===== src/hdl/ccg_pkg.sv =====
// shared types and constants of the click gesture classifier
// no dependencies
package ccg_pkg;

  localparam int KEY_W     = 16;
  localparam int CODE_W    = 8;
  localparam int TERM_W    = 8;
  localparam int QUIET_W   = 16;
  localparam int ACT_W     = 3;
  localparam int REQ_W     = 2;
  localparam int CFG_IDX_W = 3;
  localparam int CFG_W     = 16;
  localparam int RES_N_W   = 2;

  localparam logic [RES_N_W-1:0] MAX_RESULTS = 2'd3;

  localparam logic [REQ_W-1:0] REQ_KEY  = 2'd0;
  localparam logic [REQ_W-1:0] REQ_TICK = 2'd1;
  localparam logic [REQ_W-1:0] REQ_MOVE = 2'd2;

  localparam logic [ACT_W-1:0] ACT_VERDICT = 3'd0;
  localparam logic [ACT_W-1:0] ACT_TAP     = 3'd1;
  localparam logic [ACT_W-1:0] ACT_PRESS   = 3'd2;
  localparam logic [ACT_W-1:0] ACT_RELEASE = 3'd3;
  localparam logic [ACT_W-1:0] ACT_KEY_TAP = 3'd4;

  localparam logic [CFG_IDX_W-1:0] REG_MODE_ENABLE   = 3'd0;
  localparam logic [CFG_IDX_W-1:0] REG_QUIET_TERM_MS = 3'd1;
  localparam logic [CFG_IDX_W-1:0] REG_CLICK_KEY     = 3'd2;
  localparam logic [CFG_IDX_W-1:0] REG_HOLD_KEY_A    = 3'd3;
  localparam logic [CFG_IDX_W-1:0] REG_HOLD_KEY_B    = 3'd4;
  localparam logic [CFG_IDX_W-1:0] REG_HOLD_KEY_C    = 3'd5;

  localparam logic              MODE_ENABLE_RST   = 1'b1;
  localparam logic [TERM_W-1:0] QUIET_TERM_MS_RST = 8'd60;
  localparam logic [KEY_W-1:0]  CLICK_KEY_RST     = 16'h000D;
  localparam logic [KEY_W-1:0]  HOLD_KEY_A_RST    = 16'h2207;
  localparam logic [KEY_W-1:0]  HOLD_KEY_B_RST    = 16'h2150;
  localparam logic [KEY_W-1:0]  HOLD_KEY_C_RST    = 16'h440E;

  localparam logic [QUIET_W-1:0] QUIET_MAX = 16'hFFFF;

  typedef struct packed {
    logic [ACT_W-1:0]  action;
    logic              pass_on;
    logic              button;
    logic [CODE_W-1:0] key_byte;
    logic              mouse_active;
    logic              last;
  } res_t;

  typedef struct packed {
    logic eq;
    logic lt;
  } cmp_res_t;

endpackage


===== src/hdl/ccg_in_if.sv =====
// input channel of the click gesture classifier
// depends on ccg_pkg
interface ccg_in_if;
  logic                       valid;
  logic                       ready;
  logic [ccg_pkg::REQ_W-1:0]  req_type;
  logic [ccg_pkg::KEY_W-1:0]  key_code;
  logic                       key_down;
  logic                       moved;

  modport source (output valid, req_type, key_code, key_down, moved, input ready);
  modport sink (input valid, req_type, key_code, key_down, moved, output ready);
endinterface


===== src/hdl/ccg_out_if.sv =====
// result channel of the click gesture classifier
// depends on ccg_pkg
interface ccg_out_if;
  logic                        valid;
  logic                        ready;
  logic [ccg_pkg::ACT_W-1:0]   action;
  logic                        pass_on;
  logic                        button;
  logic [ccg_pkg::CODE_W-1:0]  key_byte;
  logic                        mouse_active;
  logic                        last;

  modport source (output valid, action, pass_on, button, key_byte, mouse_active, last,
                  input ready);
  modport sink (input valid, action, pass_on, button, key_byte, mouse_active, last,
                output ready);
endinterface


===== src/hdl/ccg_cfg_if.sv =====
// register write channel of the click gesture classifier
// depends on ccg_pkg
interface ccg_cfg_if;
  logic                           valid;
  logic                           ready;
  logic [ccg_pkg::CFG_IDX_W-1:0]  index;
  logic [ccg_pkg::CFG_W-1:0]      data;

  modport source (output valid, index, data, input ready);
  modport sink (input valid, index, data, output ready);
endinterface


===== src/hdl/ccg_cmp.sv =====
// shared 16-bit compare unit: equality and unsigned less-than
// depends on ccg_pkg
module ccg_cmp (
  input  logic [ccg_pkg::KEY_W-1:0] a,
  input  logic [ccg_pkg::KEY_W-1:0] b,
  output ccg_pkg::cmp_res_t         res
);

  always_comb begin
    res.eq = (a == b);
    res.lt = (a < b);
  end

endmodule


===== src/hdl/ccg_obuf.sv =====
// output register stage of the result channel
// depends on ccg_pkg and ccg_out_if
module ccg_obuf (
  input  logic              clk,
  input  logic              rst_n,
  input  logic              ld_valid,
  input  ccg_pkg::res_t     ld_res,
  output logic              ld_ready,
  ccg_out_if.source         out_if
);

  logic          valid_r;
  ccg_pkg::res_t res_r;

  assign ld_ready = !valid_r || out_if.ready;

  always_ff @(posedge clk) begin
    if (!rst_n) begin
      valid_r <= 1'b0;
    end else if (ld_ready) begin
      valid_r <= ld_valid;
    end
  end

  always_ff @(posedge clk) begin
    if (ld_valid && ld_ready) begin
      res_r <= ld_res;
    end
  end

  assign out_if.valid        = valid_r;
  assign out_if.action       = res_r.action;
  assign out_if.pass_on      = res_r.pass_on;
  assign out_if.button       = res_r.button;
  assign out_if.key_byte     = res_r.key_byte;
  assign out_if.mouse_active = res_r.mouse_active;
  assign out_if.last         = res_r.last;

endmodule


===== src/hdl/click_gesture_classifier.sv =====
// click gesture classifier top level: sequencer, state and buffer around a shared comparator
// sequence: key event KCMP (hold and click keys), KEY, KB0 if buffering, EMIT; tick CLS0,
// then CLS1, CLS2, SCAN as needed, EMIT; pointer reports and unused types stay in IDLE
// throughput: one transaction at a time, ready again after its last result is in the output reg
// reset: rst_n synchronous active low, restores registers and empties the buffer at once
// depends on ccg_pkg, ccg_in_if, ccg_out_if, ccg_cfg_if, ccg_cmp, ccg_obuf
module click_gesture_classifier #(
  parameter int BUFFER_DEPTH = 3
) (
  input  logic      clk,
  input  logic      rst_n,
  ccg_in_if.sink    in_if,
  ccg_out_if.source out_if,
  ccg_cfg_if.sink   cfg_if
);

  localparam int CNT_W = $clog2(BUFFER_DEPTH + 1);
  localparam int IDX_W = $clog2(BUFFER_DEPTH);
  localparam logic [CNT_W-1:0] DEPTH_C = CNT_W'(BUFFER_DEPTH);

  localparam logic [3:0] S_IDLE = 4'd0;
  localparam logic [3:0] S_KCMP = 4'd1;
  localparam logic [3:0] S_KEY  = 4'd2;
  localparam logic [3:0] S_KB0  = 4'd3;
  localparam logic [3:0] S_CLS0 = 4'd4;
  localparam logic [3:0] S_CLS1 = 4'd5;
  localparam logic [3:0] S_CLS2 = 4'd6;
  localparam logic [3:0] S_SCAN = 4'd7;
  localparam logic [3:0] S_EMIT = 4'd8;

  localparam int KW = ccg_pkg::KEY_W;
  localparam int CW = ccg_pkg::CODE_W;
  localparam int AW = ccg_pkg::ACT_W;
  localparam int NW = ccg_pkg::RES_N_W;

  // configuration
  logic                       mode_r;
  logic [ccg_pkg::TERM_W-1:0] term_r;
  logic [KW-1:0]              click_key_r, hold_a_r, hold_b_r, hold_c_r;

  // control
  logic [3:0]    state_r, state_nxt;
  logic [1:0]    step_r, step_nxt;
  logic          hold_hit_r, hold_hit_nxt;
  logic          click_hit_r, click_hit_nxt;
  logic          modifier_r, modifier_nxt;
  logic          pointer_r, pointer_nxt;
  logic          drag_r, drag_nxt;
  logic [CNT_W-1:0] cnt_r, cnt_nxt;
  logic [ccg_pkg::QUIET_W-1:0] quiet_r, quiet_nxt;
  logic [IDX_W-1:0] scan_r, scan_nxt;
  logic [NW-1:0] res_n_r, res_n_nxt;
  logic [NW-1:0] emit_r, emit_nxt;

  // payload
  logic [KW-1:0] key_code_r;
  logic          key_down_r;
  logic [CW-1:0] buf_code_r [BUFFER_DEPTH];
  logic          buf_down_r [BUFFER_DEPTH];
  logic          buf_we;
  logic [AW-1:0] res_act_r [3], res_act_nxt [3];
  logic          res_pass_r [3], res_pass_nxt [3];
  logic [CW-1:0] res_code_r [3], res_code_nxt [3];

  logic              in_acc;
  logic              mod_v, pr_v;
  logic [KW-1:0]     cmp_a, cmp_b;
  ccg_pkg::cmp_res_t cmp;
  logic              ld_valid, ld_ready;
  ccg_pkg::res_t     ld_res;

  assign in_if.ready  = (state_r == S_IDLE);
  assign in_acc       = in_if.valid && in_if.ready;
  assign cfg_if.ready = 1'b1;

  ccg_cmp u_cmp (
    .a   (cmp_a),
    .b   (cmp_b),
    .res (cmp)
  );

  ccg_obuf u_obuf (
    .clk      (clk),
    .rst_n    (rst_n),
    .ld_valid (ld_valid),
    .ld_res   (ld_res),
    .ld_ready (ld_ready),
    .out_if   (out_if)
  );

  // operand select of the shared comparator
  always_comb begin
    cmp_a = '0;
    cmp_b = '0;
    unique case (state_r)
      S_KCMP: begin
        cmp_a = key_code_r;
        unique case (step_r)
          2'd0:    cmp_b = hold_a_r;
          2'd1:    cmp_b = hold_b_r;
          2'd2:    cmp_b = hold_c_r;
          default: cmp_b = click_key_r;
        endcase
      end
      S_KB0, S_CLS1: begin
        cmp_a = KW'(buf_code_r[0]);
        cmp_b = click_key_r;
      end
      S_CLS0: begin
        cmp_a = quiet_r;
        cmp_b = KW'(term_r);
      end
      S_CLS2: begin
        cmp_a = KW'(buf_code_r[2]);
        cmp_b = KW'(buf_code_r[0]);
      end
      default: ;
    endcase
  end

  always_comb begin
    state_nxt     = state_r;
    step_nxt      = step_r;
    hold_hit_nxt  = hold_hit_r;
    click_hit_nxt = click_hit_r;
    modifier_nxt  = modifier_r;
    pointer_nxt   = pointer_r;
    drag_nxt      = drag_r;
    cnt_nxt       = cnt_r;
    quiet_nxt     = quiet_r;
    scan_nxt      = scan_r;
    res_n_nxt     = res_n_r;
    emit_nxt      = emit_r;
    res_act_nxt   = res_act_r;
    res_pass_nxt  = res_pass_r;
    res_code_nxt  = res_code_r;
    buf_we        = 1'b0;
    ld_valid      = 1'b0;
    mod_v         = modifier_r;
    pr_v          = pointer_r;

    unique case (state_r)
      S_IDLE: begin
        if (in_acc) begin
          res_n_nxt = '0;
          emit_nxt  = '0;
          unique case (in_if.req_type)
            ccg_pkg::REQ_KEY: begin
              state_nxt    = S_KCMP;
              step_nxt     = 2'd0;
              hold_hit_nxt = 1'b0;
            end
            ccg_pkg::REQ_TICK: begin
              if (quiet_r != ccg_pkg::QUIET_MAX) begin
                quiet_nxt = quiet_r + 1'b1;
              end
              state_nxt = S_CLS0;
            end
            ccg_pkg::REQ_MOVE: begin
              if (in_if.moved) begin
                pointer_nxt = 1'b1;
              end
            end
            default: ;
          endcase
        end
      end

      S_KCMP: begin
        if (step_r == 2'd3) begin
          click_hit_nxt = cmp.eq;
          state_nxt     = S_KEY;
        end else begin
          hold_hit_nxt = hold_hit_r | cmp.eq;
          step_nxt     = step_r + 2'd1;
        end
      end

      S_KEY: begin
        if (hold_hit_r && !key_down_r) begin
          modifier_nxt    = 1'b0;
          res_act_nxt[0]  = ccg_pkg::ACT_VERDICT;
          res_pass_nxt[0] = 1'b1;
          res_code_nxt[0] = '0;
          res_n_nxt       = 2'd1;
          state_nxt       = S_EMIT;
        end else begin
          mod_v        = hold_hit_r ? 1'b1 : modifier_r;
          modifier_nxt = mod_v;
          pr_v         = (!click_hit_r && !mod_v) ? 1'b0 : pointer_r;
          pointer_nxt  = pr_v;
          if (drag_r && click_hit_r && !key_down_r) begin
            // drag ends on click key release
            res_act_nxt[0]  = ccg_pkg::ACT_RELEASE;
            res_pass_nxt[0] = 1'b0;
            res_code_nxt[0] = '0;
            res_act_nxt[1]  = ccg_pkg::ACT_VERDICT;
            res_pass_nxt[1] = 1'b0;
            res_code_nxt[1] = '0;
            res_n_nxt       = 2'd2;
            drag_nxt        = 1'b0;
            cnt_nxt         = '0;
            state_nxt       = S_EMIT;
          end else begin
            quiet_nxt = '0;
            if (mode_r && (pr_v || cnt_r != '0)) begin
              if (cnt_r < DEPTH_C) begin
                buf_we  = 1'b1;
                cnt_nxt = cnt_r + 1'b1;
              end
              state_nxt = S_KB0;
            end else begin
              res_act_nxt[0]  = ccg_pkg::ACT_VERDICT;
              res_pass_nxt[0] = 1'b1;
              res_code_nxt[0] = '0;
              res_n_nxt       = 2'd1;
              state_nxt       = S_EMIT;
            end
          end
        end
      end

      S_KB0: begin
        res_act_nxt[0]  = ccg_pkg::ACT_VERDICT;
        res_pass_nxt[0] = !(cmp.eq && key_down_r);
        res_code_nxt[0] = '0;
        res_n_nxt       = 2'd1;
        state_nxt       = S_EMIT;
      end

      S_CLS0: begin
        if (!mode_r || cnt_r == '0) begin
          state_nxt = S_EMIT;
        end else if (cmp.lt && cnt_r < DEPTH_C) begin
          state_nxt = S_EMIT;
        end else begin
          state_nxt = S_CLS1;
        end
      end

      S_CLS1: begin
        if (cmp.eq && buf_down_r[0]) begin
          state_nxt = S_CLS2;
        end else begin
          cnt_nxt   = '0;
          state_nxt = S_EMIT;
        end
      end

      S_CLS2: begin
        priority if (cnt_r >= CNT_W'(3) && !buf_down_r[1] && buf_down_r[2] && cmp.eq) begin
          // double click
          res_act_nxt[0]  = ccg_pkg::ACT_TAP;
          res_pass_nxt[0] = 1'b0;
          res_code_nxt[0] = '0;
          res_act_nxt[1]  = ccg_pkg::ACT_TAP;
          res_pass_nxt[1] = 1'b0;
          res_code_nxt[1] = '0;
          res_n_nxt       = 2'd2;
          cnt_nxt         = '0;
          state_nxt       = S_EMIT;
        end else if (cnt_r == CNT_W'(1)) begin
          res_act_nxt[0]  = ccg_pkg::ACT_PRESS;
          res_pass_nxt[0] = 1'b0;
          res_code_nxt[0] = '0;
          res_n_nxt       = 2'd1;
          drag_nxt        = 1'b1;
          cnt_nxt         = '0;
          state_nxt       = S_EMIT;
        end else if (cnt_r >= CNT_W'(2) && !buf_down_r[1]) begin
          res_act_nxt[0]  = ccg_pkg::ACT_TAP;
          res_pass_nxt[0] = 1'b0;
          res_code_nxt[0] = '0;
          res_n_nxt       = 2'd1;
          cnt_nxt         = '0;
          state_nxt       = S_EMIT;
        end else begin
          scan_nxt  = '0;
          state_nxt = S_SCAN;
        end
      end

      S_SCAN: begin
        // replay buffered presses, one entry per cycle
        if (buf_down_r[scan_r] && res_n_r != ccg_pkg::MAX_RESULTS) begin
          res_act_nxt[res_n_r]  = ccg_pkg::ACT_KEY_TAP;
          res_pass_nxt[res_n_r] = 1'b0;
          res_code_nxt[res_n_r] = buf_code_r[scan_r];
          res_n_nxt             = res_n_r + 2'd1;
        end
        if ((CNT_W'(scan_r) + CNT_W'(1)) == cnt_r) begin
          cnt_nxt   = '0;
          state_nxt = S_EMIT;
        end else begin
          scan_nxt = scan_r + 1'b1;
        end
      end

      S_EMIT: begin
        if (res_n_r == '0) begin
          state_nxt = S_IDLE;
        end else begin
          ld_valid = 1'b1;
          if (ld_ready) begin
            if (emit_r == res_n_r - 2'd1) begin
              state_nxt = S_IDLE;
            end else begin
              emit_nxt = emit_r + 2'd1;
            end
          end
        end
      end

      default: state_nxt = S_IDLE;
    endcase
  end

  always_comb begin
    ld_res.action       = res_act_r[emit_r];
    ld_res.pass_on      = res_pass_r[emit_r];
    ld_res.button       = 1'b0;
    ld_res.key_byte     = res_code_r[emit_r];
    ld_res.mouse_active = mode_r & pointer_r;
    ld_res.last         = (emit_r == res_n_r - 2'd1);
  end

  always_ff @(posedge clk) begin
    if (!rst_n) begin
      mode_r      <= ccg_pkg::MODE_ENABLE_RST;
      term_r      <= ccg_pkg::QUIET_TERM_MS_RST;
      click_key_r <= ccg_pkg::CLICK_KEY_RST;
      hold_a_r    <= ccg_pkg::HOLD_KEY_A_RST;
      hold_b_r    <= ccg_pkg::HOLD_KEY_B_RST;
      hold_c_r    <= ccg_pkg::HOLD_KEY_C_RST;
    end else if (cfg_if.valid && cfg_if.ready) begin
      case (cfg_if.index)
        ccg_pkg::REG_MODE_ENABLE:   mode_r      <= cfg_if.data[0];
        ccg_pkg::REG_QUIET_TERM_MS: term_r      <= cfg_if.data[ccg_pkg::TERM_W-1:0];
        ccg_pkg::REG_CLICK_KEY:     click_key_r <= cfg_if.data;
        ccg_pkg::REG_HOLD_KEY_A:    hold_a_r    <= cfg_if.data;
        ccg_pkg::REG_HOLD_KEY_B:    hold_b_r    <= cfg_if.data;
        ccg_pkg::REG_HOLD_KEY_C:    hold_c_r    <= cfg_if.data;
        default: ;
      endcase
    end
  end

  always_ff @(posedge clk) begin
    if (!rst_n) begin
      state_r     <= S_IDLE;
      step_r      <= '0;
      hold_hit_r  <= 1'b0;
      click_hit_r <= 1'b0;
      modifier_r  <= 1'b0;
      pointer_r   <= 1'b0;
      drag_r      <= 1'b0;
      cnt_r       <= '0;
      quiet_r     <= '0;
      scan_r      <= '0;
      res_n_r     <= '0;
      emit_r      <= '0;
    end else begin
      state_r     <= state_nxt;
      step_r      <= step_nxt;
      hold_hit_r  <= hold_hit_nxt;
      click_hit_r <= click_hit_nxt;
      modifier_r  <= modifier_nxt;
      pointer_r   <= pointer_nxt;
      drag_r      <= drag_nxt;
      cnt_r       <= cnt_nxt;
      quiet_r     <= quiet_nxt;
      scan_r      <= scan_nxt;
      res_n_r     <= res_n_nxt;
      emit_r      <= emit_nxt;
    end
  end

  always_ff @(posedge clk) begin
    if (in_acc) begin
      key_code_r <= in_if.key_code;
      key_down_r <= in_if.key_down;
    end
    if (buf_we) begin
      buf_code_r[cnt_r[IDX_W-1:0]] <= key_code_r[CW-1:0];
      buf_down_r[cnt_r[IDX_W-1:0]] <= key_down_r;
    end
    res_act_r  <= res_act_nxt;
    res_pass_r <= res_pass_nxt;
    res_code_r <= res_code_nxt;
  end

  a_cnt_bound: assert property (@(posedge clk) disable iff (!rst_n)
    cnt_r <= DEPTH_C)
    else $error("buffer count beyond depth");

  a_drag_from_cls: assert property (@(posedge clk) disable iff (!rst_n)
    $rose(drag_r) |-> $past(state_r) == S_CLS2)
    else $error("drag started outside classification");

  a_last_to_idle: assert property (@(posedge clk) disable iff (!rst_n)
    (ld_valid && ld_ready && ld_res.last) |=> state_r == S_IDLE)
    else $error("final result not followed by idle");

  a_key_start: assert property (@(posedge clk) disable iff (!rst_n)
    (in_acc && in_if.req_type == ccg_pkg::REQ_KEY) |=> (state_r == S_KCMP && step_r == 2'd0))
    else $error("key transaction did not start compare sweep");

  a_res_count: assert property (@(posedge clk) disable iff (!rst_n)
    (state_r == S_EMIT && res_n_r != '0) |-> emit_r < res_n_r)
    else $error("emit index past result count");

endmodule


===== src/flat_wrapper.sv =====
// flat-port wrapper written by rule: the top's interface ports become plain ports
module click_gesture_classifier_flat 
#(
  parameter int BUFFER_DEPTH = 3
)
  (clk, rst_n, in_if_valid, in_if_req_type, in_if_key_code, in_if_key_down, in_if_moved, in_if_ready, out_if_valid, out_if_action, out_if_pass_on, out_if_button, out_if_key_byte, out_if_mouse_active, out_if_last, out_if_ready, cfg_if_valid, cfg_if_index, cfg_if_data, cfg_if_ready);
  ccg_in_if in_if_i ();
  ccg_out_if out_if_i ();
  ccg_cfg_if cfg_if_i ();
  input  logic clk;
  input  logic rst_n;
  input wire logic [$bits(in_if_i.valid)-1:0] in_if_valid;
  input wire logic [$bits(in_if_i.req_type)-1:0] in_if_req_type;
  input wire logic [$bits(in_if_i.key_code)-1:0] in_if_key_code;
  input wire logic [$bits(in_if_i.key_down)-1:0] in_if_key_down;
  input wire logic [$bits(in_if_i.moved)-1:0] in_if_moved;
  output wire logic [$bits(in_if_i.ready)-1:0] in_if_ready;
  output wire logic [$bits(out_if_i.valid)-1:0] out_if_valid;
  output wire logic [$bits(out_if_i.action)-1:0] out_if_action;
  output wire logic [$bits(out_if_i.pass_on)-1:0] out_if_pass_on;
  output wire logic [$bits(out_if_i.button)-1:0] out_if_button;
  output wire logic [$bits(out_if_i.key_byte)-1:0] out_if_key_byte;
  output wire logic [$bits(out_if_i.mouse_active)-1:0] out_if_mouse_active;
  output wire logic [$bits(out_if_i.last)-1:0] out_if_last;
  input wire logic [$bits(out_if_i.ready)-1:0] out_if_ready;
  input wire logic [$bits(cfg_if_i.valid)-1:0] cfg_if_valid;
  input wire logic [$bits(cfg_if_i.index)-1:0] cfg_if_index;
  input wire logic [$bits(cfg_if_i.data)-1:0] cfg_if_data;
  output wire logic [$bits(cfg_if_i.ready)-1:0] cfg_if_ready;
  assign in_if_i.valid = in_if_valid;
  assign in_if_i.req_type = in_if_req_type;
  assign in_if_i.key_code = in_if_key_code;
  assign in_if_i.key_down = in_if_key_down;
  assign in_if_i.moved = in_if_moved;
  assign in_if_ready = in_if_i.ready;
  assign out_if_valid = out_if_i.valid;
  assign out_if_action = out_if_i.action;
  assign out_if_pass_on = out_if_i.pass_on;
  assign out_if_button = out_if_i.button;
  assign out_if_key_byte = out_if_i.key_byte;
  assign out_if_mouse_active = out_if_i.mouse_active;
  assign out_if_last = out_if_i.last;
  assign out_if_i.ready = out_if_ready;
  assign cfg_if_i.valid = cfg_if_valid;
  assign cfg_if_i.index = cfg_if_index;
  assign cfg_if_i.data = cfg_if_data;
  assign cfg_if_ready = cfg_if_i.ready;
  click_gesture_classifier #(.BUFFER_DEPTH(BUFFER_DEPTH)) u_core (.clk(clk), .rst_n(rst_n), .in_if(in_if_i), .out_if(out_if_i), .cfg_if(cfg_if_i));
endmodule

===== config.mk =====
export PLATFORM = sky130hd
export DESIGN_NAME = click_gesture_classifier_flat
export DESIGN_NICKNAME = d
export VERILOG_FILES = /design/src/hdl/ccg_pkg.sv /design/src/hdl/ccg_in_if.sv /design/src/hdl/ccg_out_if.sv /design/src/hdl/ccg_cfg_if.sv /design/src/hdl/ccg_cmp.sv /design/src/hdl/ccg_obuf.sv /design/src/hdl/click_gesture_classifier.sv /design/src/flat_wrapper.sv
export SDC_FILE = /design/constraint.sdc
export NUM_CORES = 1
export LEC_CHECK = 0
export BUFFER_PORTS_ARGS = -buffer_cell sky130_fd_sc_hd__buf_4
export CORE_MARGIN = 3
export CORE_UTILIZATION = 55
export CTS_CLUSTER_DIAMETER = 40
export CTS_CLUSTER_SIZE = 25
export DETAILED_ROUTE_END_ITERATION = 12
export PLACE_DENSITY = 0.73
export SLEW_MARGIN = 20
export SYNTH_ARGS = -nofsm -noshare
export SYNTH_HDL_FRONTEND = slang
export SYNTH_HIERARCHICAL = 1
export SYNTH_SLANG_ARGS = --single-unit

===== constraint.sdc =====
create_clock -name clk -period 8.7 [get_ports clk]
set_input_delay 0.435 -clock clk [delete_from_list [all_inputs] [get_ports clk]]
set_output_delay 0.435 -clock clk [all_outputs]
set_load 0.01 [all_outputs]

**Word level (Yosys, flattened, before mapping)**

Memory sizes are Yosys's and may differ from the RTL's. A register that Yosys moved wholly into a read port is not among the register bits.
Index checks and enable logic that the tools add are counted.

- Add/sub/neg operators: 7
- Multipliers: 0
- Divide/modulo/power cells: 0
- Order comparisons: 7
- Eq/ne operators: 54
- Shift operators: 0
- Mux-type cells: 138
- Bitwise operators: 9
- Reduce and logical (&&, ||, !) cells: 62

Operator list:

| operator | number |
|---|---|
| $pmux 16 s4 | 2 |
| $mux 8 | 12 |
| $mux 16 | 5 |
| $mux 2 | 31 |
| $mux 4 | 15 |
| $pmux 16 s3 | 1 |
| $mux 3 | 13 |
| $ne 2x2->1 const B | 18 |
| $pmux 4 s9 | 1 |
| $mux 1 | 33 |
| $pmux 16 s2 | 1 |
| $pmux 8 s4 | 1 |
| $reduce_and 5->1 | 6 |
| $bwmux 24 | 1 |
| $mux 24 | 1 |
| $pmux 8 s3 | 1 |
| $add 16x1->16 const B | 1 |
| $bmux 8 s2 | 1 |
| $demux 8 s2 | 1 |
| $eq 16x16->1 | 1 |
| $eq 4x3->1 const B | 4 |
| $logic_and 1x1->1 | 16 |
| $lt 16x16->1 | 1 |
| $ne 16x16->1 const B | 1 |
| other kinds (57) | 109 |

- Register bits after elaboration: 176
- Latch bits: 0
- RAM bits: 27
- ROM bits: 0
- Input port bits: 44
- Output and inout port bits: 18
- Logic and storage cells: 314
- Memories kept: 2

Memory list:

| memory | depth | width | read ports | clocked after Yosys merged registers in | wr ports | line | RTL |
|---|---|---|---|---|---|---|---|
| u_core.buf_code_r | 3 | 8 | 3 | 1 | 1 | click_gesture_classifier.sv:58 | `logic [CW-1:0] buf_code_r [BUFFER_DEPTH];` |
| u_core.buf_down_r | 3 | 1 | 4 | 1 | 1 | click_gesture_classifier.sv:59 | `logic buf_down_r [BUFFER_DEPTH];` |

**Longest topological paths before layout**

Gate-level depths: netlist of the first run.

- Word-level depth: 12
- Gate-level depth with buffers: 19
- Mapped depth without buffers: 16

**Modules after synthesis**

The synthesis of the first run kept the hierarchy.

Modules (own cells, without submodules):

| module | times used | cells an instance | area each (µm²) | seq. area each (µm²) |
|---|---|---|---|---|
| click_gesture_classifier | 1 | 950 | 8924.8 | 4634.4 |
| ccg_obuf | 1 | 20 | 508.0 | 470.5 |
| ccg_cmp | 1 | 56 | 399.1 | 0.0 |

**Worst setup path before layout of the first run**

Ideal clock, no wire load.

- Path kind: register to register
- From: register u_core.state_r[0]
- To: register u_core.res_n_r[0]
- Library setup time: 0.078 ns
- Arrival: 6.123 ns
- Data required time: 8.622 ns
- Setup slack: 2.500 ns
- Stages on the path, launching flop included: 19
- Buffers on the path: 3
- Period minus slack after synthesis: 6.200 ns
- Cells stage by stage: dfxtp_1 buf_2 nor4b_1 buf_2 nand2_1 o21ai_1 clkbuf_1 nand2_1 o21ai_0 inv_1 ha_1 nand4_1 or4_4 nor2_1 nand4b_1 and4_1 a2111oi_0 nand2_1 o2bb2ai_1

RTL lines:

| element | line | RTL |
|---|---|---|
| start: declaration | click_gesture_classifier.sv:42 | `logic [3:0] state_r, state_nxt;` |
| start signal: assignment | click_gesture_classifier.sv:363 | `state_r <= state_nxt;` |
| end signal: assignment | click_gesture_classifier.sv:373 | `res_n_r <= res_n_nxt;` |
| end: declaration | click_gesture_classifier.sv:52 | `logic [NW-1:0] res_n_r, res_n_nxt;` |

==> results of run 1 <==
==> registers in the layout, summed over array words and instances (netlist names), 2 cells and up, named ones only <==
| signal | cells |
|---|---|
| u_core/u_obuf/out_if.key_byte | 8 |
| u_core/state_r | 4 |
| u_core/term_r | 8 |
| u_core/quiet_r | 16 |
| u_core/hold_c_r | 16 |
| u_core/res_pass_r | 3 |
| u_core/emit_r | 2 |
| u_core/hold_b_r | 16 |
| u_core/step_r | 2 |
| u_core/res_act_r | 9 |
| u_core/cnt_r | 2 |
| u_core/key_code_r | 16 |
| u_core/buf_code_r | 24 |
| u_core/click_key_r | 16 |
| u_core/u_obuf/out_if.action | 3 |
| u_core/res_n_r | 2 |
| u_core/scan_r | 2 |
| u_core/res_code_r | 16 |
| u_core/buf_down_r | 4 |
| u_core/hold_a_r | 16 |
==> logic make-up after synthesis <==
group                      share of synthesized area, %
and+or+nand+nor                                    19.3
AOI/OAI and AO/OA                                  15.9
DFF                                                51.9
buffers and inverters                              4.02
muxes                                              4.50
adders and majority gates                          3.82
xor gates and xnor gates                          0.445
other                                            0.0764
==> worst register-to-register path, stage by stage (launching register included) <==
cell,delay [ps]
dfxtp_1,900
nor4b_2,340
buf_4,300
nand2_1,110
o21ai_1,550
nand2_1,110
o21ai_0,110
inv_1,70
ha_1,320
nand4_1,190
or4_4,590
nor2_1,370
nand4b_1,310
and4_1,330
a2111oi_2,380
buf_4,280
nand2_1,100
o2bb2ai_1,160
==> per-stage QoR <==
step | total power [mW] | cell area, um2 | utilization (%) | instances | setup WS (ps)
floorplan | 1.38 | 9840 | - | 1027 | 2500
global placement | 1.50 | 10400 | 59.9 | 1260 | 3500
detailed placement | 1.50 | 10400 | 59.9 | 1260 | 3370
CTS | 2.70 | 11400 | 65.7 | 1314 | 3330
global route | 2.80 | 11500 | 65.8 | 1314 | 2770
finish | 2.69 | 11500 | 65.8 | 1314 | 3120
==> cells in the final DEF (no fill, tap or decap), types with 7 or more instances in the layout <==
master,Yosys,layout
a21oi_1,82,82
a221o_1,11,11
a222oi_1,16,16
a22o_1,16,16
a22oi_1,12,12
and2_1,7,7
buf_4,1,70
clkbuf_16,0,29
dfxtp_1,111,111
edfxtp_1,96,96
ha_1,30,30
inv_1,35,34
mux2i_1,42,42
nand2_1,216,216
nand2b_1,9,9
nand3_1,43,43
nand4_1,10,10
nor2_1,50,49
nor2b_1,12,12
nor3_1,8,8
o211ai_1,10,10
o21ai_0,46,46
o31ai_1,8,8
or3_1,8,8
or4_1,8,8
==> how the worst min path moves through the flow <==
| stage | from | endpoint | slack (ps) | depth (start not counted) |
|---|---|---|---|---|
| after floorplan | u_core/hold_a_r[10] | u_core/hold_a_r[10] | 440 | 2 |
| after global placement | u_core/hold_c_r[12] | u_core/hold_c_r[12] | 440 | 2 |
| after detailed placement | u_core/click_key_r[5] | u_core/click_key_r[5] | 450 | 2 |
| after CTS | in_if_key_code[1] | u_core/key_code_r[1] | 60 | 1 |
| after global routing | in_if_key_code[1] | u_core/key_code_r[1] | 60 | 1 |
| final | in_if_key_down | u_core/key_down_r | 70 | 1 |
==> report_power, final <==
part           leakage, nW  switching, mW  internal (mW)  total [mW]
clock network        0.496          0.482          0.724        1.21
logic                 1.81          0.233          0.146       0.380
registers             1.76         0.0453           1.06        1.11
==> final cells by class <==
| type | count | area, um2 | area share [%] |
|---|---|---|---|
| inverters | 36 | 136 | 1.19 |
| repair buffers | 70 | 526 | 4.59 |
| clock buffers | 29 | 726 | 6.34 |
| clock inverters | 25 | 298 | 2.60 |
| well taps | 225 | 282 | 2.46 |
| flip-flops and latches | 207 | 5100 | 44.6 |
| multi-input cells | 722 | 4380 | 38.2 |
==> layer usage <==
layer  part of all wire (%)  vias to the layer above  global-route usage [%]
met1                     42                     3848                    34.2
met2                     49                      309                    41.8
met5                      0                        -                       0
li1                       -                     3803                       -
met3                    6.5                       58                    3.37
met4                    2.9                        0                    7.80
==> impl_results.md, run 1 <==
- Status: finished clean
- Origin of the worst setup path: u_core/state_r[0]
- Detailed-route via count: 8018
- Die span in x: 140 um
- Top cells by count, synth: 216 x nand2_1, 111 x dfxtp_1, 96 x edfxtp_1
- Fin crit share: 64.1%
- Top-level I/O count: 62
- Share of synthesized area occupied by flip-flops and latches: 51.9%
- Num CTS Buffers: 29
- First drt pass iteration count: 8
- Insertion delay of the later-clocked pin in the worst-skew pair: 540 ps
- Clock sink total: 207
- Arrival @ worst endpoint: 6040 ps
- End of the critical path: u_core/res_n_r[1]
- I/O Buffers: 60
- Number of antenna cells inserted: 0
- Cell area power density: 235 nW/um2
- Tmin final: 5580 ps
- Max stage delay on crit path: 900 ps
- Final hold viol count: 0
- Total length of routed wires: 25000 um
- Cts-stage hold buffer count: 0
- Highest clock rate: 0.179 GHz
- Critical path class: reg2reg
- Layout fillers: 1447
- Cell breakdown of the critical path: nor4b_2 -> buf_4 -> nand2_1 -> o21ai_1 -> nand2_1 -> o21ai_0 -> inv_1 -> ha_1 -> nand4_1 -> or4_4 -> nor2_1 -> nand4b_1 -> and4_1 -> a2111oi_2 -> buf_4 -> nand2_1 -> o2bb2ai_1
- # Max-Cap Violations: 0
- Length in cells of the worst reg-to-reg path: 17
- Largest buffer count on any clock path: 3
- Required time of the critical path: 9160 ps
- Crit-path most repeated cell: nand2_1
- HPWL after detailed placement: 17100 um
- Reported leakage power: 4.06 nW
- Routed WL per cell: 19.0 um
- Async S/R FF share, synth: 0%
- Clock transition at the register clock pins on the worst setup and hold paths after CTS: 60 ps
- Max-slew violation count: 0
- Share of post-route cells with drive strength above 1: 13.3%
- First-pass GRT wire length: 40200 um
- Core region area: 17400 um2
- Cell area after synthesis: 9830 um2
- Path category of the worst min-delay check: in2reg
- DRC marker count from the first detailed-route iteration: 917
- Area growth from synthesis to layout: 16.5%
- Number of distinct standard cells referenced by the synthesized netlist: 71
- Number of remaining DRC errors: 0
- Clock root buffer: clkbuf_16
- Die Height: 140 um
- Largest delay share family, worst path: simple AND/OR/NAND/NOR gates
- Number of enable flip-flop cells after synthesis: 96
- Number of register bits inferred by synthesis: 207
- Post-CTS Repair Setup Buffers: 0
- FF-to-FF End: u_core/res_n_r[1]
- Worst Tran Pin Value: 1070 ps
- Gpl congestion: 0.974
- Category of the worst setup path launch point: flip-flop
- Maximum clock skew at final layout: 10.4 ps
- Gate Count Post-Synth: 1026
- Setup slack, reg-to-reg: 3120 ps
- Worst Hold Margin: 69.6 ps
- Slew headroom: 28.4%
- Count of warnings emitted by yosys: 6
- Largest cells by area after synthesis: edfxtp_1 29%, dfxtp_1 23%, nand2_1 8.2%
- Share of Yosys cell area claimed by the top area cell type: 29.3%
- Unrepaired setup endpoints after global routing: no
- Final-layout setup total negative slack: 0 ps
- # resized after CTS: 0
- Initial Utilization: 56.5%
- Final antenna-violating net count: 0
- Drt via density: 6.10
- Combined global-route utilization of all metal layers: 25.1%
- Total Nets Final: 1140
- Die Area: 19500 um2
- Number of antenna violations at the first check in global routing: 0
- Startpoint of the worst register-to-register path: u_core/state_r[0]
- Maximum number of pins on one net before global-route repair: 66
- Largest vdd supply drop: 0.177 mV
- Prevailing post-synth register cell: dfxtp_1
- CP Buf/Inv Count: 3
- Highest fanout seen on the critical path: 21
- Worst Setup End Kind: flip-flop
- Number of placement rows: 48
- CTS tree: yes
- Avg Synthesized Cell Area: 9.58 um2
- Dominant cell type by area after synthesis: edfxtp_1
- Depth of the critical timing path with buffers and inverters included: 17
- Setup violation total in the final timing report: 0
- H-tree depth reported by CTS: 1
- Most frequently used cell type in the post-synthesis netlist: nand2_1
- Via count of the first global-routing pass: 7715
- Library cell contributing the largest single delay on the critical path: dfxtp_1
- Grt ovf: 0
Power figures use the tool's default switching activity.
==> inputs of run 2 (changes only) <==
Settings changed: ABC_AREA from default to 1.
Clock period 8.7 ns to 5.4 ns, I/O delays scaled along.
==> run 2 against run 1 <==
  * Count of clock-buffer cells in the layout rose by 1
  * Critical path depth grew 3
  * Via count increased by 10%
  * Sequential power up 69%
  * Global-route usage fell by 0.31 points
  * Sequential cell count is the same
  * Critical endpoint is now u_core/res_code_r[17]
  * Die area rose by 3.4%
  * Maximum frequency up 20%
  * Area after synthesis increased by 3.6%
  * Design area is 5.7% higher
  * First-iteration DRC count down 14%
  * Final cell count rose by 24%
==> impl_results.md, run 2 <==
- First-pass GRT wire length: 41100 um (+2.4%)
- Startpoint of the worst register-to-register path: u_core/state_r[0]
- Final antenna-violating net count: 0 (unchanged)
- Most frequently used cell type in the post-synthesis netlist: nand2_1
- H-tree depth reported by CTS: 1 (unchanged)
- Clock sink total: 207 (unchanged)
- Core region area: 18100 um2 (+3.8%)
- Reported leakage power: 5.09 nW (+25%)
- Gate Count Post-Synth: 1295 (+26%)
- Die span in x: 142 um (+1.7%)
- Largest buffer count on any clock path: 3 (unchanged)
- CTS tree: yes
- Gpl congestion: 0.983 (+0.88%)
- Worst Setup End Kind: flip-flop
- # Max-Cap Violations: 0 (unchanged)
- Arrival @ worst endpoint: 4800 ps (-1240 ps)
- First drt pass iteration count: 8 (unchanged)
- Num CTS Buffers: 28 (-3.4%)
- Fin crit share: 86.1% (+22 points)
- Prevailing post-synth register cell: dfxtp_1
- Number of placement rows: 49 (+2.1%)
- Clock root buffer: clkbuf_16
- Setup violation total in the final timing report: 0 (unchanged)
- Combined global-route utilization of all metal layers: 24.8% (-0.31 points)
- Dpl ws: 878 ps (-2490 ps)
- Via count of the first global-routing pass: 8345 (+8.2%)
- Async S/R FF share, synth: 0% (unchanged)
- Final hold viol count: 0 (unchanged)
- Number of register bits inferred by synthesis: 207 (unchanged)
- Avg Synthesized Cell Area: 7.86 um2 (-18%)
- Detailed-route via count: 8828 (+10%)
- Largest vdd supply drop: 0.321 mV (+81%)
- Grt ovf: 0 (unchanged)
- Insertion delay of the later-clocked pin in the worst-skew pair: 540 ps (about the same)
- Most common cell after layout, fill and taps aside: nand2_1
- Share of Yosys cell area claimed by the top area cell type: 28.3% (-1.0 points)
- Commonest non-fill, non-tap cells in the layout: 339 x nand2_1, 210 x nor2_1, 111 x dfxtp_1
- Number of remaining DRC errors: 0 (unchanged)
- Cell area power density: 413 nW/um2 (+75%)
- Count of warnings emitted by yosys: 6 (unchanged)
- Die Area: 20200 um2 (+3.4%)
- Worst Tran Pin Value: 1030 ps (-39.0 ps)
- Cell area after synthesis: 10200 um2 (+3.6%)
- Clock transition at the register clock pins on the worst setup and hold paths after CTS: 60 ps (about the same)
- Top-level I/O count: 62 (unchanged)
- Total power after layout: 5.00 mW (+85%)
- Highest fanout seen on the critical path: 13 (-38%)
- DRC marker count from the first detailed-route iteration: 787 (-14%)
- Critical path class: reg2reg
- Die Height: 142 um (+1.7%)
- Slew headroom: 30.9% (+2.5 points)
- Maximum number of pins on one net before global-route repair: 87 (+32%)
- # resized after CTS: 0 (unchanged)
- Origin of the worst setup path: u_core/state_r[0]
- Tmin final: 4650 ps (-926 ps)
- Number of antenna cells inserted: 0 (unchanged)
- Area growth from synthesis to layout: 18.9%
- Status: finished clean
- Share of post-route cells with drive strength above 1: 9.88% (-3.4 points)
- Required time of the critical path: 5560 ps (-3600 ps)
- Final-layout setup total negative slack: 0 ps (unchanged)
- HPWL after detailed placement: 17500 um (+2.4%)
- Worst path setup slack after routing: 750 ps (-2370 ps)
- Routed WL per cell: 15.5 um (-18%)
- Path category of the worst min-delay check: in2reg
- Maximum clock skew at final layout: 11.0 ps (+0.601 ps)
- Dominant cell type by area after synthesis: edfxtp_1
- Unrepaired setup endpoints after global routing: no
- Highest clock rate: 0.215 GHz (+20%)
- Number of distinct standard cells referenced by the synthesized netlist: 39 (-45%)
- Largest cells by area after synthesis: edfxtp_1 28%, dfxtp_1 22%, nand2_1 12%
- Drt via density: 5.43 (-11%)
- Share of synthesized area occupied by flip-flops and latches: 50.1% (-1.8 points)
- Category of the worst setup path launch point: flip-flop
- Total Nets Final: 1449 (+27%)
- I/O Buffers: 60 (unchanged)
- Number of flip-flops in the largest register: 24 (unchanged)
- Top cells by count, synth: 339 x nand2_1, 210 x nor2_1, 111 x dfxtp_1
- Number of enable flip-flop cells after synthesis: 96 (unchanged)
- Max-slew violation count: 0 (unchanged)
- Initial Utilization: 56.3% (-0.15 points)
- Worst hold start: out_if_ready
- Total length of routed wires: 25200 um (+0.90%)
- Number of antenna violations at the first check in global routing: 0 (unchanged)
## run 2: cell count changes in the layout (fill, tap and decap cells not counted), sizes merged, moves of 42 or more
cell / before / now
o21ai: 48 / 96
nor2: 50 / 219
nand3: 43 / 92
mux2i: 42 / 0
inv: 43 / 123
nand2: 216 / 343
## run 2: final timing paths
kind / end / slack [ps] / cells past startpoint
worst min-delay path: u_core/u_obuf/out_if.valid / 30 / 4
worst min register to register: u_core/hold_c_r[1] / 460 / 2
worst max-delay path: u_core/res_code_r[17] / 750 / 20
worst max register to register: u_core/res_code_r[17] / 750 / 20
## run 2: metrics by stage
| step | utilization [%] | hold WS [ps] | instances | area [um2] |
|---|---|---|---|---|
| 3_3_place_gp | 59.4 | 437 | 1541 | 10700 |
| 5_1_grt | 66.9 | 39.5 | 1626 | 12100 |
| 4_1_cts | 66.9 | 15.9 | 1626 | 12100 |
| 3_5_place_dp | 59.4 | 446 | 1541 | 10700 |
| 2_1_floorplan | - | 369 | 1296 | 10200 |
| 6_report | 66.9 | 32.3 | 1626 | 12100 |
## run 2: kinds of logic (layout without fill, tap and decap cells)
group | count (synthesis) | count (layout) | share of synthesized area (%)
buffers and inverters | 168 | 269 | 6.59
AO/OA/AOI/OAI | 204 | 204 | 11.4
AND/OR/NAND/NOR | 672 | 672 | 27.1
adder cells (fa/ha/maj) | 30 | 30 | 3.69
other | 2 | 3 | 0.0737
XOR/XNOR | 12 | 12 | 1.03
flip-flops | 207 | 207 | 50.1
## run 2: layout make-up
cell class / count / area, um2
fillers: 1498 / 5980
flip-flops and latches: 207 / 5100
multi-input cells: 921 / 4420
repair buffers: 98 / 818
clock buffers: 30 / 739
inverters: 119 / 447
clock inverters: 22 / 292
well taps: 229 / 287
## run 2: what timing repair did
item                      4_1_cts  5_1_grt
hold endpoints to repair       56        0
setup buffers                   0        0
hold buffers                   33        0
## run 2: where the power goes
| part | switching, mW | internal (mW) | total (mW) |
|---|---|---|---|
| Combinational | 0.752 | 0.380 | 1.13 |
| Sequential | 0.0982 | 1.78 | 1.88 |
| Clock | 0.735 | 1.25 | 1.99 |
## run 2: layer usage
layer  GRT usage (%)  wire length (um)  share of wire [%]
met1            32.9             11200                 44
met2            42.7             12100                 48
met3            3.49              1510                6.0
met4            6.62               447                1.8
met5               0                 0                  0
## run 2: critical path, cell delays in order, from the launching register on
cell and delay [ps]:
dfxtp_1 460, inv_1 140, nor2_4 190, nand2_1 120, inv_1 340, nand2_1 320, inv_2 250, a22oi_1 110
nand3_1 100, inv_1 50, ha_1 280, nand2_1 70, nor2_1 160, nand4_1 100, nor2_1 230, nand2_1 110
nor2_1 160, nor2_1 60, nand3_1 130, nand3_1 100, nor2_1 780
